<file path="src/hw/rtl/cdn_pkg.sv">
package cdn_pkg;

  localparam int unsigned Depth = 5;

  localparam logic [13:0] MaxYear      = 14'd9999;
  localparam logic [21:0] MaxDayNumber = 22'd3652365;

  typedef enum logic {
    OP_ENCODE = 1'b0,
    OP_DECODE = 1'b1
  } opcode_e;

  // q / 25 for q < 4681: (q * 2622) >> 16
  localparam int unsigned Div25Shift = 16;
  localparam logic [11:0] Div25Mul   = 12'd2622;

  // x / 146097 for x < 2^24
  localparam int unsigned CentShift = 42;
  localparam logic [24:0] CentMul   =
    25'(((64'd1 << CentShift) + 64'd146096) / 64'd146097);

  // x / 1461 for x < 2^25
  localparam int unsigned QuadShift = 36;
  localparam logic [25:0] QuadMul   =
    26'(((64'd1 << QuadShift) + 64'd1460) / 64'd1461);

  // x / 306 for x < 2^14
  localparam int unsigned MonShift = 23;
  localparam logic [14:0] MonMul   =
    15'(((64'd1 << MonShift) + 64'd305) / 64'd306);

  typedef struct packed {
    logic               ok;
    logic signed [22:0] day_number;
  } enc_res_t;

  typedef struct packed {
    logic        ok;
    logic [13:0] year;
    logic [3:0]  month;
    logic [4:0]  day;
  } dec_res_t;

  // Days in month, February as a common year.
  function automatic logic [4:0] month_len(input logic [3:0] m);
    logic [4:0] len;
    unique case (m)
      4'd1, 4'd3, 4'd5, 4'd7, 4'd8, 4'd10, 4'd12: len = 5'd31;
      4'd4, 4'd6, 4'd9, 4'd11:                    len = 5'd30;
      4'd2:                                       len = 5'd28;
      default:                                    len = 5'd0;
    endcase
    return len;
  endfunction

  // floor((367*m - 1094) / 12)
  function automatic logic signed [9:0] month_base(input logic [3:0] m);
    logic signed [9:0] b;
    unique case (m)
      4'd1:    b = -10'sd61;
      4'd2:    b = -10'sd30;
      4'd3:    b = 10'sd0;
      4'd4:    b = 10'sd31;
      4'd5:    b = 10'sd61;
      4'd6:    b = 10'sd92;
      4'd7:    b = 10'sd122;
      4'd8:    b = 10'sd153;
      4'd9:    b = 10'sd184;
      4'd10:   b = 10'sd214;
      4'd11:   b = 10'sd245;
      4'd12:   b = 10'sd275;
      default: b = 10'sd0;
    endcase
    return b;
  endfunction

  // ceil((306*m - 5) / 10), month counted from March = 0
  function automatic logic [8:0] month_start(input logic [3:0] m);
    logic [8:0] s;
    unique case (m)
      4'd0:    s = 9'd0;
      4'd1:    s = 9'd31;
      4'd2:    s = 9'd61;
      4'd3:    s = 9'd92;
      4'd4:    s = 9'd122;
      4'd5:    s = 9'd153;
      4'd6:    s = 9'd184;
      4'd7:    s = 9'd214;
      4'd8:    s = 9'd245;
      4'd9:    s = 9'd275;
      4'd10:   s = 9'd306;
      4'd11:   s = 9'd337;
      default: s = 9'd0;
    endcase
    return s;
  endfunction

endpackage

</file>
<file path="src/hw/rtl/cdn_encode.sv">
module cdn_encode (
  input  logic              clk_i,
  input  logic              en_i,
  input  logic [13:0]       year_i,
  input  logic [3:0]        month_i,
  input  logic [4:0]        day_i,
  output cdn_pkg::enc_res_t res_o
);
  import cdn_pkg::*;

  // stage 1
  logic               s1_fmt_ok_d, s1_fmt_ok_q;
  logic               s1_in_len_d, s1_in_len_q;
  logic               s1_feb29_d, s1_feb29_q;
  logic [13:0]        s1_n_d, s1_n_q;
  logic signed [9:0]  s1_base_d, s1_base_q;
  logic [22:0]        s1_y367_d, s1_y367_q;
  logic [13:0]        s1_year_q;
  logic [4:0]         s1_day_q;
  // stage 2
  logic [25:0]        yprod, nprod;
  logic [7:0]         s2_yq_d, s2_yq_q;
  logic [7:0]         s2_nq_d, s2_nq_q;
  logic signed [24:0] s2_p_d, s2_p_q;
  logic               s2_fmt_ok_q, s2_in_len_q, s2_feb29_q;
  logic [13:0]        s2_year_q, s2_n_q;
  // stage 3
  logic [14:0]        ycent;
  logic               leap;
  logic               s3_ok_d, s3_ok_q;
  logic signed [24:0] s3_r_d, s3_r_q;
  // stages 4 and 5
  enc_res_t           s4_res_d, s4_res_q, s5_res_q;

  always_comb begin
    s1_fmt_ok_d = (year_i <= MaxYear) && (month_i >= 4'd1) && (month_i <= 4'd12)
                  && (day_i != 5'd0);
    s1_in_len_d = day_i <= month_len(month_i);
    s1_feb29_d  = (month_i == 4'd2) && (day_i == 5'd29);
    // January and February count toward the previous year; year 0 truncates to 0
    s1_n_d      = (month_i < 4'd3 && year_i != 14'd0) ? year_i - 14'd1 : year_i;
    // truncation toward zero lifts January of year 0 by one
    s1_base_d   = (year_i == 14'd0 && month_i == 4'd1) ? -10'sd60 : month_base(month_i);
    s1_y367_d   = 23'(year_i) * 23'd367;
  end

  always_ff @(posedge clk_i) begin
    if (en_i) begin
      s1_fmt_ok_q <= s1_fmt_ok_d;
      s1_in_len_q <= s1_in_len_d;
      s1_feb29_q  <= s1_feb29_d;
      s1_n_q      <= s1_n_d;
      s1_base_q   <= s1_base_d;
      s1_y367_q   <= s1_y367_d;
      s1_year_q   <= year_i;
      s1_day_q    <= day_i;
    end
  end

  always_comb begin
    yprod   = 26'(s1_year_q[13:2]) * 26'(Div25Mul);
    nprod   = 26'(s1_n_q[13:2]) * 26'(Div25Mul);
    s2_yq_d = yprod[Div25Shift +: 8];
    s2_nq_d = nprod[Div25Shift +: 8];
    s2_p_d  = $signed({2'b00, s1_y367_q})
              + $signed({{15{s1_base_q[9]}}, s1_base_q})
              + $signed({20'd0, s1_day_q})
              - $signed({10'd0, s1_n_q, 1'b0});
  end

  always_ff @(posedge clk_i) begin
    if (en_i) begin
      s2_yq_q     <= s2_yq_d;
      s2_nq_q     <= s2_nq_d;
      s2_p_q      <= s2_p_d;
      s2_fmt_ok_q <= s1_fmt_ok_q;
      s2_in_len_q <= s1_in_len_q;
      s2_feb29_q  <= s1_feb29_q;
      s2_year_q   <= s1_year_q;
      s2_n_q      <= s1_n_q;
    end
  end

  always_comb begin
    ycent   = 15'(s2_yq_q) * 15'd100;
    leap    = (s2_year_q[1:0] == 2'd0)
              && (({1'b0, s2_year_q} != ycent) || (s2_yq_q[1:0] == 2'd0));
    s3_ok_d = s2_fmt_ok_q && (s2_in_len_q || (s2_feb29_q && leap));
    s3_r_d  = s2_p_q
              + $signed({13'd0, s2_n_q[13:2]})
              - $signed({17'd0, s2_nq_q})
              + $signed({19'd0, s2_nq_q[7:2]});
  end

  always_ff @(posedge clk_i) begin
    if (en_i) begin
      s3_ok_q <= s3_ok_d;
      s3_r_q  <= s3_r_d;
    end
  end

  always_comb begin
    s4_res_d.ok         = s3_ok_q;
    s4_res_d.day_number = s3_ok_q ? s3_r_q[22:0] : 23'sd0;
  end

  always_ff @(posedge clk_i) begin
    if (en_i) begin
      s4_res_q <= s4_res_d;
      s5_res_q <= s4_res_q;
    end
  end

  assign res_o = s5_res_q;

endmodule

</file>
<file path="src/hw/rtl/cdn_decode.sv">
module cdn_decode (
  input  logic              clk_i,
  input  logic              en_i,
  input  logic [21:0]       day_number_i,
  output cdn_pkg::dec_res_t res_o
);
  import cdn_pkg::*;

  // stage 1: centuries
  logic        s1_nz_d, s1_nz_q;
  logic        s1_ok_d, s1_ok_q;
  logic [23:0] x1;
  logic [48:0] prod1;
  logic [6:0]  s1_y1_d, s1_y1_q;
  logic [21:0] s1_n_q;
  // stage 2: years
  logic [22:0] s2_n2_d, s2_n2_q;
  logic [24:0] x2;
  logic [50:0] prod2;
  logic [13:0] s2_y2_d, s2_y2_q;
  logic        s2_ok_q;
  // stage 3: day of year
  logic [24:0] ydays;
  logic [22:0] n3_full;
  logic [9:0]  s3_n3_d, s3_n3_q;
  logic [13:0] s3_y2_q;
  logic        s3_ok_q;
  // stage 4: month
  logic [13:0] x3;
  logic [28:0] prod3;
  logic [3:0]  s4_m_d, s4_m_q;
  logic [9:0]  s4_n3_q;
  logic [13:0] s4_y2_q;
  logic        s4_ok_q;
  // stage 5: day and calendar month
  logic [9:0]  dfull;
  dec_res_t    s5_res_d, s5_res_q;

  always_comb begin
    s1_nz_d = day_number_i != 22'd0;
    s1_ok_d = day_number_i <= MaxDayNumber;
    // (100n - 20) / 3652425 equals (4n - 1) / 146097 for n >= 1
    x1      = s1_nz_d ? {day_number_i, 2'b00} - 24'd1 : 24'd0;
    prod1   = 49'(x1) * 49'(CentMul);
    s1_y1_d = prod1[CentShift +: 7];
  end

  always_ff @(posedge clk_i) begin
    if (en_i) begin
      s1_nz_q <= s1_nz_d;
      s1_ok_q <= s1_ok_d;
      s1_y1_q <= s1_y1_d;
      s1_n_q  <= day_number_i;
    end
  end

  always_comb begin
    s2_n2_d = 23'(s1_n_q) + 23'(s1_y1_q) - 23'(s1_y1_q[6:2]);
    x2      = s1_nz_q ? {s2_n2_d, 2'b00} - 25'd1 : 25'd0;
    prod2   = 51'(x2) * 51'(QuadMul);
    s2_y2_d = prod2[QuadShift +: 14];
  end

  always_ff @(posedge clk_i) begin
    if (en_i) begin
      s2_n2_q <= s2_n2_d;
      s2_y2_q <= s2_y2_d;
      s2_ok_q <= s1_ok_q;
    end
  end

  always_comb begin
    ydays   = 25'(s2_y2_q) * 25'd1461;
    n3_full = s2_n2_q - ydays[24:2];
    s3_n3_d = n3_full[9:0];
  end

  always_ff @(posedge clk_i) begin
    if (en_i) begin
      s3_n3_q <= s3_n3_d;
      s3_y2_q <= s2_y2_q;
      s3_ok_q <= s2_ok_q;
    end
  end

  always_comb begin
    x3     = (s3_n3_q == 10'd0) ? 14'd0 : 14'(s3_n3_q) * 14'd10 - 14'd5;
    prod3  = 29'(x3) * 29'(MonMul);
    s4_m_d = prod3[MonShift +: 4];
  end

  always_ff @(posedge clk_i) begin
    if (en_i) begin
      s4_m_q  <= s4_m_d;
      s4_n3_q <= s3_n3_q;
      s4_y2_q <= s3_y2_q;
      s4_ok_q <= s3_ok_q;
    end
  end

  always_comb begin
    dfull       = s4_n3_q - 10'(month_start(s4_m_q));
    s5_res_d.ok = s4_ok_q;
    if (!s4_ok_q) begin
      s5_res_d.year  = 14'd0;
      s5_res_d.month = 4'd0;
      s5_res_d.day   = 5'd0;
    end else if (s4_m_q < 4'd10) begin
      s5_res_d.year  = s4_y2_q;
      s5_res_d.month = s4_m_q + 4'd3;
      s5_res_d.day   = dfull[4:0];
    end else begin
      // January and February belong to the next calendar year
      s5_res_d.year  = s4_y2_q + 14'd1;
      s5_res_d.month = s4_m_q - 4'd9;
      s5_res_d.day   = dfull[4:0];
    end
  end

  always_ff @(posedge clk_i) begin
    if (en_i) begin
      s5_res_q <= s5_res_d;
    end
  end

  assign res_o = s5_res_q;

endmodule

</file>
<file path="src/hw/rtl/calendar_day_number_convert.sv">
// Gregorian date <-> day number converter, five register stages.
// An accepted transaction passes through every stage to out_valid_o; one
// that arrived while the pipeline was held first waits in the input skid register.
// Throughput: one transaction per cycle; the pipeline holds only while a
// result is stalled at the output. Reset (rst_ni low) empties all stages.
module calendar_day_number_convert (
  input  logic               clk_i,
  input  logic               rst_ni,
  input  logic               in_valid_i,
  output logic               in_stall_o,
  input  logic               opcode_i,
  input  logic [13:0]        year_in_i,
  input  logic [3:0]         month_in_i,
  input  logic [4:0]         day_in_i,
  input  logic [21:0]        day_number_in_i,
  output logic               out_valid_o,
  input  logic               out_stall_i,
  output logic               valid_res_o,
  output logic signed [22:0] day_number_out_o,
  output logic [13:0]        year_out_o,
  output logic [3:0]         month_out_o,
  output logic [4:0]         day_out_o
);
  import cdn_pkg::*;

  logic             en;
  logic             skid_vld_d, skid_vld_q;
  logic             skid_op_q;
  logic [13:0]      skid_year_q;
  logic [3:0]       skid_month_q;
  logic [4:0]       skid_day_q;
  logic [21:0]      skid_dn_q;
  logic             src_vld;
  logic             src_op;
  logic [13:0]      src_year;
  logic [3:0]       src_month;
  logic [4:0]       src_day;
  logic [21:0]      src_dn;
  logic [Depth-1:0] vld_q;
  logic [Depth-1:0] op_q;
  enc_res_t         enc_res;
  dec_res_t         dec_res;
  logic             out_dec;

  // whole pipeline holds only when the output transaction is stalled
  assign en = !(vld_q[Depth-1] && out_stall_i);

  // skid register catches the transaction taken in a held cycle
  assign in_stall_o = skid_vld_q;

  always_comb begin
    if (en) begin
      skid_vld_d = 1'b0;
    end else if (in_valid_i && !skid_vld_q) begin
      skid_vld_d = 1'b1;
    end else begin
      skid_vld_d = skid_vld_q;
    end
  end

  always_ff @(posedge clk_i or negedge rst_ni) begin
    if (!rst_ni) begin
      skid_vld_q <= 1'b0;
      vld_q      <= '0;
    end else begin
      skid_vld_q <= skid_vld_d;
      if (en) begin
        vld_q <= {vld_q[Depth-2:0], src_vld};
      end
    end
  end

  always_ff @(posedge clk_i) begin
    if (!en && in_valid_i && !skid_vld_q) begin
      skid_op_q    <= opcode_i;
      skid_year_q  <= year_in_i;
      skid_month_q <= month_in_i;
      skid_day_q   <= day_in_i;
      skid_dn_q    <= day_number_in_i;
    end
  end

  always_comb begin
    src_vld   = skid_vld_q || in_valid_i;
    src_op    = skid_vld_q ? skid_op_q    : opcode_i;
    src_year  = skid_vld_q ? skid_year_q  : year_in_i;
    src_month = skid_vld_q ? skid_month_q : month_in_i;
    src_day   = skid_vld_q ? skid_day_q   : day_in_i;
    src_dn    = skid_vld_q ? skid_dn_q    : day_number_in_i;
  end

  always_ff @(posedge clk_i) begin
    if (en) begin
      op_q <= {op_q[Depth-2:0], src_op};
    end
  end

  cdn_encode u_encode (
    .clk_i   (clk_i),
    .en_i    (en),
    .year_i  (src_year),
    .month_i (src_month),
    .day_i   (src_day),
    .res_o   (enc_res)
  );

  cdn_decode u_decode (
    .clk_i        (clk_i),
    .en_i         (en),
    .day_number_i (src_dn),
    .res_o        (dec_res)
  );

  assign out_dec          = opcode_e'(op_q[Depth-1]) == OP_DECODE;
  assign out_valid_o      = vld_q[Depth-1];
  assign valid_res_o      = out_dec ? dec_res.ok : enc_res.ok;
  assign day_number_out_o = out_dec ? 23'sd0 : enc_res.day_number;
  assign year_out_o       = out_dec ? dec_res.year : 14'd0;
  assign month_out_o      = out_dec ? dec_res.month : 4'd0;
  assign day_out_o        = out_dec ? dec_res.day : 5'd0;

endmodule

</file>
<file path="config.mk">
export PLATFORM = sky130hd
export DESIGN_NAME = calendar_day_number_convert
export DESIGN_NICKNAME = d
export VERILOG_FILES = /design/src/hw/rtl/cdn_pkg.sv /design/src/hw/rtl/cdn_encode.sv /design/src/hw/rtl/cdn_decode.sv /design/src/hw/rtl/calendar_day_number_convert.sv
export SDC_FILE = /design/constraint.sdc
export NUM_CORES = 2
export LEC_CHECK = 0
export BUFFER_PORTS_ARGS = -buffer_cell sky130_fd_sc_hd__buf_2
export CAP_MARGIN = 20
export CELL_PAD_IN_SITES_DETAIL_PLACEMENT = 0
export CELL_PAD_IN_SITES_GLOBAL_PLACEMENT = 1
export CORE_ASPECT_RATIO = 1.25
export CORE_MARGIN = 2
export CORE_UTILIZATION = 35
export DETAILED_ROUTE_END_ITERATION = 10
export PLACE_DENSITY_LB_ADDON = 0.1
export SETUP_SLACK_MARGIN = 0.5
export SLEW_MARGIN = 40
export SYNTH_ARGS = -nofsm -noshare
export SYNTH_HDL_FRONTEND = slang
export SYNTH_SLANG_ARGS = --single-unit
</file>
<file path="constraint.sdc">
create_clock -name clk_i -period 26 [get_ports clk_i]
set_input_delay 1.3 -clock clk_i [delete_from_list [all_inputs] [get_ports clk_i]]
set_output_delay 1.3 -clock clk_i [all_outputs]
set_load 0.02 [all_outputs]
</file>
==> results by group <==
CTS
  – # hold bufs at CTS: 0
  – CTS tree: yes
  – # resized after CTS: 0
  – H-tree level count: 2
  – CTS buffer count: 44
  – Root Driver: clkbuf_16
  – Clock latency on the worst-skew pair: between 0.6 and 0.7 ns
  – Clk sink count: between 300 and 400
  – Setup Buffers After CTS: 0
  – Clock buffer depth: 3
  – CTS clock-pin slew for the worst setup and hold paths: approximately 0.070 ns

STA
  – Final Max Tran Viols: 0
  – Hold Violations, Final: 0
  – Crit path time final: between 10 and 15 ns
  – Fin Setup TNS: 0 ns
  – Final setup violation count: 0
  – Slew headroom: a little over a third
  – Max Fclk: 89.1 MHz
  – RSZ-0062 raised after global routing: no
  – Final period util: approximately 43%
  – Worst-Margin Slew: between 0.9 and 1 ns
  – Max Clock Skew: around 0.043 ns

Logic synthesis
  – Synth cell count leaders: 1228 x inv_1, 1043 x ha_1, 705 x fa_1
  – Synthesized net count: between 6000 and 7000
  – Post-synth ARST share: 1.50%
  – Unique masters post-synth: 85
  – Mapped Cells: between 4000 and 5000
  – Largest cells by area after synthesis: fa_1 26%, ha_1 24%, edfxtp_1 22%
  – Post-synthesis sequential area ratio: 22.3%
  – Synth top area share: 26.5%
  – Most frequent cell after synthesis: inv_1
  – Synthesis warning total: 0
  – Post-synth top area cell: fa_1
  – Number of synthesized register bits: around 400
  – Post-synth EDFFs: around 390
  – Synth Cell Area: between 0.05 and 0.06 mm²
  – Primary FF master, synth: edfxtp_1
  – Mapped Avg Cell Area: about 11 µm²

Critical path
  – CP arrival: approximately 12 ns
  – Slowest Stage Delay on Critical Path: a little under 0.6 ns
  – Critical Path Start Type: flip-flop
  – Crit Path Max Fanout: 6
  – Slowest cell on the critical path: nor2_1
  – Most frequent CP cell: inv_1
  – Req. time, crit path: between 20 and 30 ns
  – Worst Setup Path Type: reg2reg
  – Worst setup EP type: flip-flop

Cells and area
  – Final instance area: slightly below 0.06 mm²
  – Share of layout cells above drive strength 1: 5.31%
  – Nets: slightly below 7000
  – Layout area overhead: 8.84%

Routing
  – Drt first pass iters: 5
  – Post-route ant nets: 0
  – Drt initial violations: 1102
  – Post-route DRC: 0
  – Vias: around 32000
  – Routed len/inst: around 18 µm
  – Post-Route WL: about 130000 µm
  – Via/cell ratio: ~4.6

Floorplan
  – Core Area: around 0.15 mm²
  – Die Area: 0.155 mm²
  – Initial core utilization: between 30% and 40%
  – Cell Rows: 160
  – Die height: 440 µm
  – Count of boundary I/O pins: between 90 and 100
  – Die W: 353 µm

GRT
  – First-pass GRT wire length: 206000 µm
  – Grt ovf: 0
  – M3 GR Usage: under 10%
  – Vias in the first global route: 36000
  – Antenna violations before repair: 5
  – Largest net degree at the start of global routing: roughly 140
  – M2 GR Usage: about a third
  – Gr usage total: 17.1%
  – Gr busiest metal: met2
  – GR Layer Usage met1: between 20% and 30%

Place
  – Detail Placement HPWL: approximately 110000 µm
  – Cell Area, Placed: around 0.056 mm²
  – IO buf count: 98
  – Final Wtd Congestion: between 0.8 and 0.9

Job
  – Max-Cap Viols: 0

Min path
  – Hold Path Class: reg2reg

Outcome
  – Run status: completed
worst max-delay path, delay by kind of cell, from the launching register on:
| kind | cells | cell delay, ns |
|---|---|---|
| DFF | 1 | 0.39 |
| AOI/OAI and AO/OA | 12 | 2.93 |
| and+or+nand+nor | 7 | 2.30 |
| adders and majority gates | 11 | 4.37 |
| xor gates and xnor gates | 3 | 0.54 |
| buffers and inverters | 7 | 0.42 |
layout make-up:
class / instances / area (µm²)
antenna: 1 / 2.50
fill: 15200 / 93800
tap: 2025 / 2530
timing repair buffer: 125 / 713
inverter: 1234 / 4630
clock buffer: 55 / 1210
sequential: 399 / 11900
clock inverter: 25 / 318
multi-input combinational: 3227 / 36700
state kept, by name, summed over array words and instances, names as in the netlist, 22 cells and up, named ones only:
signal              flops
u_decode.s1_n_q        22
u_decode.res_o         24
u_encode.s1_y367_q     22
u_encode.s4_res_q      24
u_encode.s2_p_q        23
u_encode.s3_r_q        23
skid_dn_q              22
u_encode.res_o         24
metrics by stage:
stage	hold WS [ns]	utilization (%)	std cells	setup WS, ns
global placement	0.401	37.2	7009	14.84
floorplan	0.400	-	4887	5.44
finish	0.408	38.2	7091	14.77
detailed placement	0.405	37.2	7009	14.67
global route	0.413	38.2	7090	13.74
CTS	0.407	38.2	7089	14.57
cells in the final DEF (no fill, tap or decap), drive strengths merged, types with 21 or more instances in the layout:
cell / count
nor3: 59
nor2b: 58
fa: 705
o21ai: 103
buf: 125
nand4: 21
ha: 1043
or3: 23
nand2: 139
a21o: 67
o21a: 26
a21oi: 141
edfxtp: 388
clkbuf: 55
and3: 24
mux2i: 44
mux2: 24
nor2: 154
a211oi: 21
inv: 1237
xnor2: 177
xor2: 54
nand3: 64
and2: 81
layer usage:
metal,up-vias,routed length (µm)
met1,15900,56900
met3,102,1970
li1,16200,-
met5,-,0
met2,247,65900
met4,0,2550
path summary, 6_finish.rpt:
| kind | startpoint | endpoint | slack, ns | cells past startpoint |
|---|---|---|---|---|
| max in group asynchronous | rst_ni | in_stall_o | 25.23 | 1 |
| worst max-delay path | u_decode.s1_y1_q[2] | u_decode.s2_y2_q[13] | 14.77 | 40 |
| worst min register to register | u_decode.s3_y2_q[1] | u_decode.s4_y2_q[1] | 0.41 | 0 |
| worst min-delay path | u_decode.s3_y2_q[1] | u_decode.s4_y2_q[1] | 0.41 | 0 |
| min in group asynchronous | rst_ni | in_stall_o | 0.55 | 1 |
| worst max register to register | u_decode.s1_y1_q[2] | u_decode.s2_y2_q[13] | 14.77 | 40 |
cell families after synthesis:
logic type	share of synthesized area, %
AND/OR/NAND/NOR	6.80
AO/OA/AOI/OAI	5.71
adder cells (fa/ha/maj)	51.0
flip-flops	22.3
XOR/XNOR	3.88
buffers and inverters	8.92
multiplexers	1.37
Power is not shown: default switching activity piles up to over one toggle a cycle in this logic, so the estimate is an artifact.
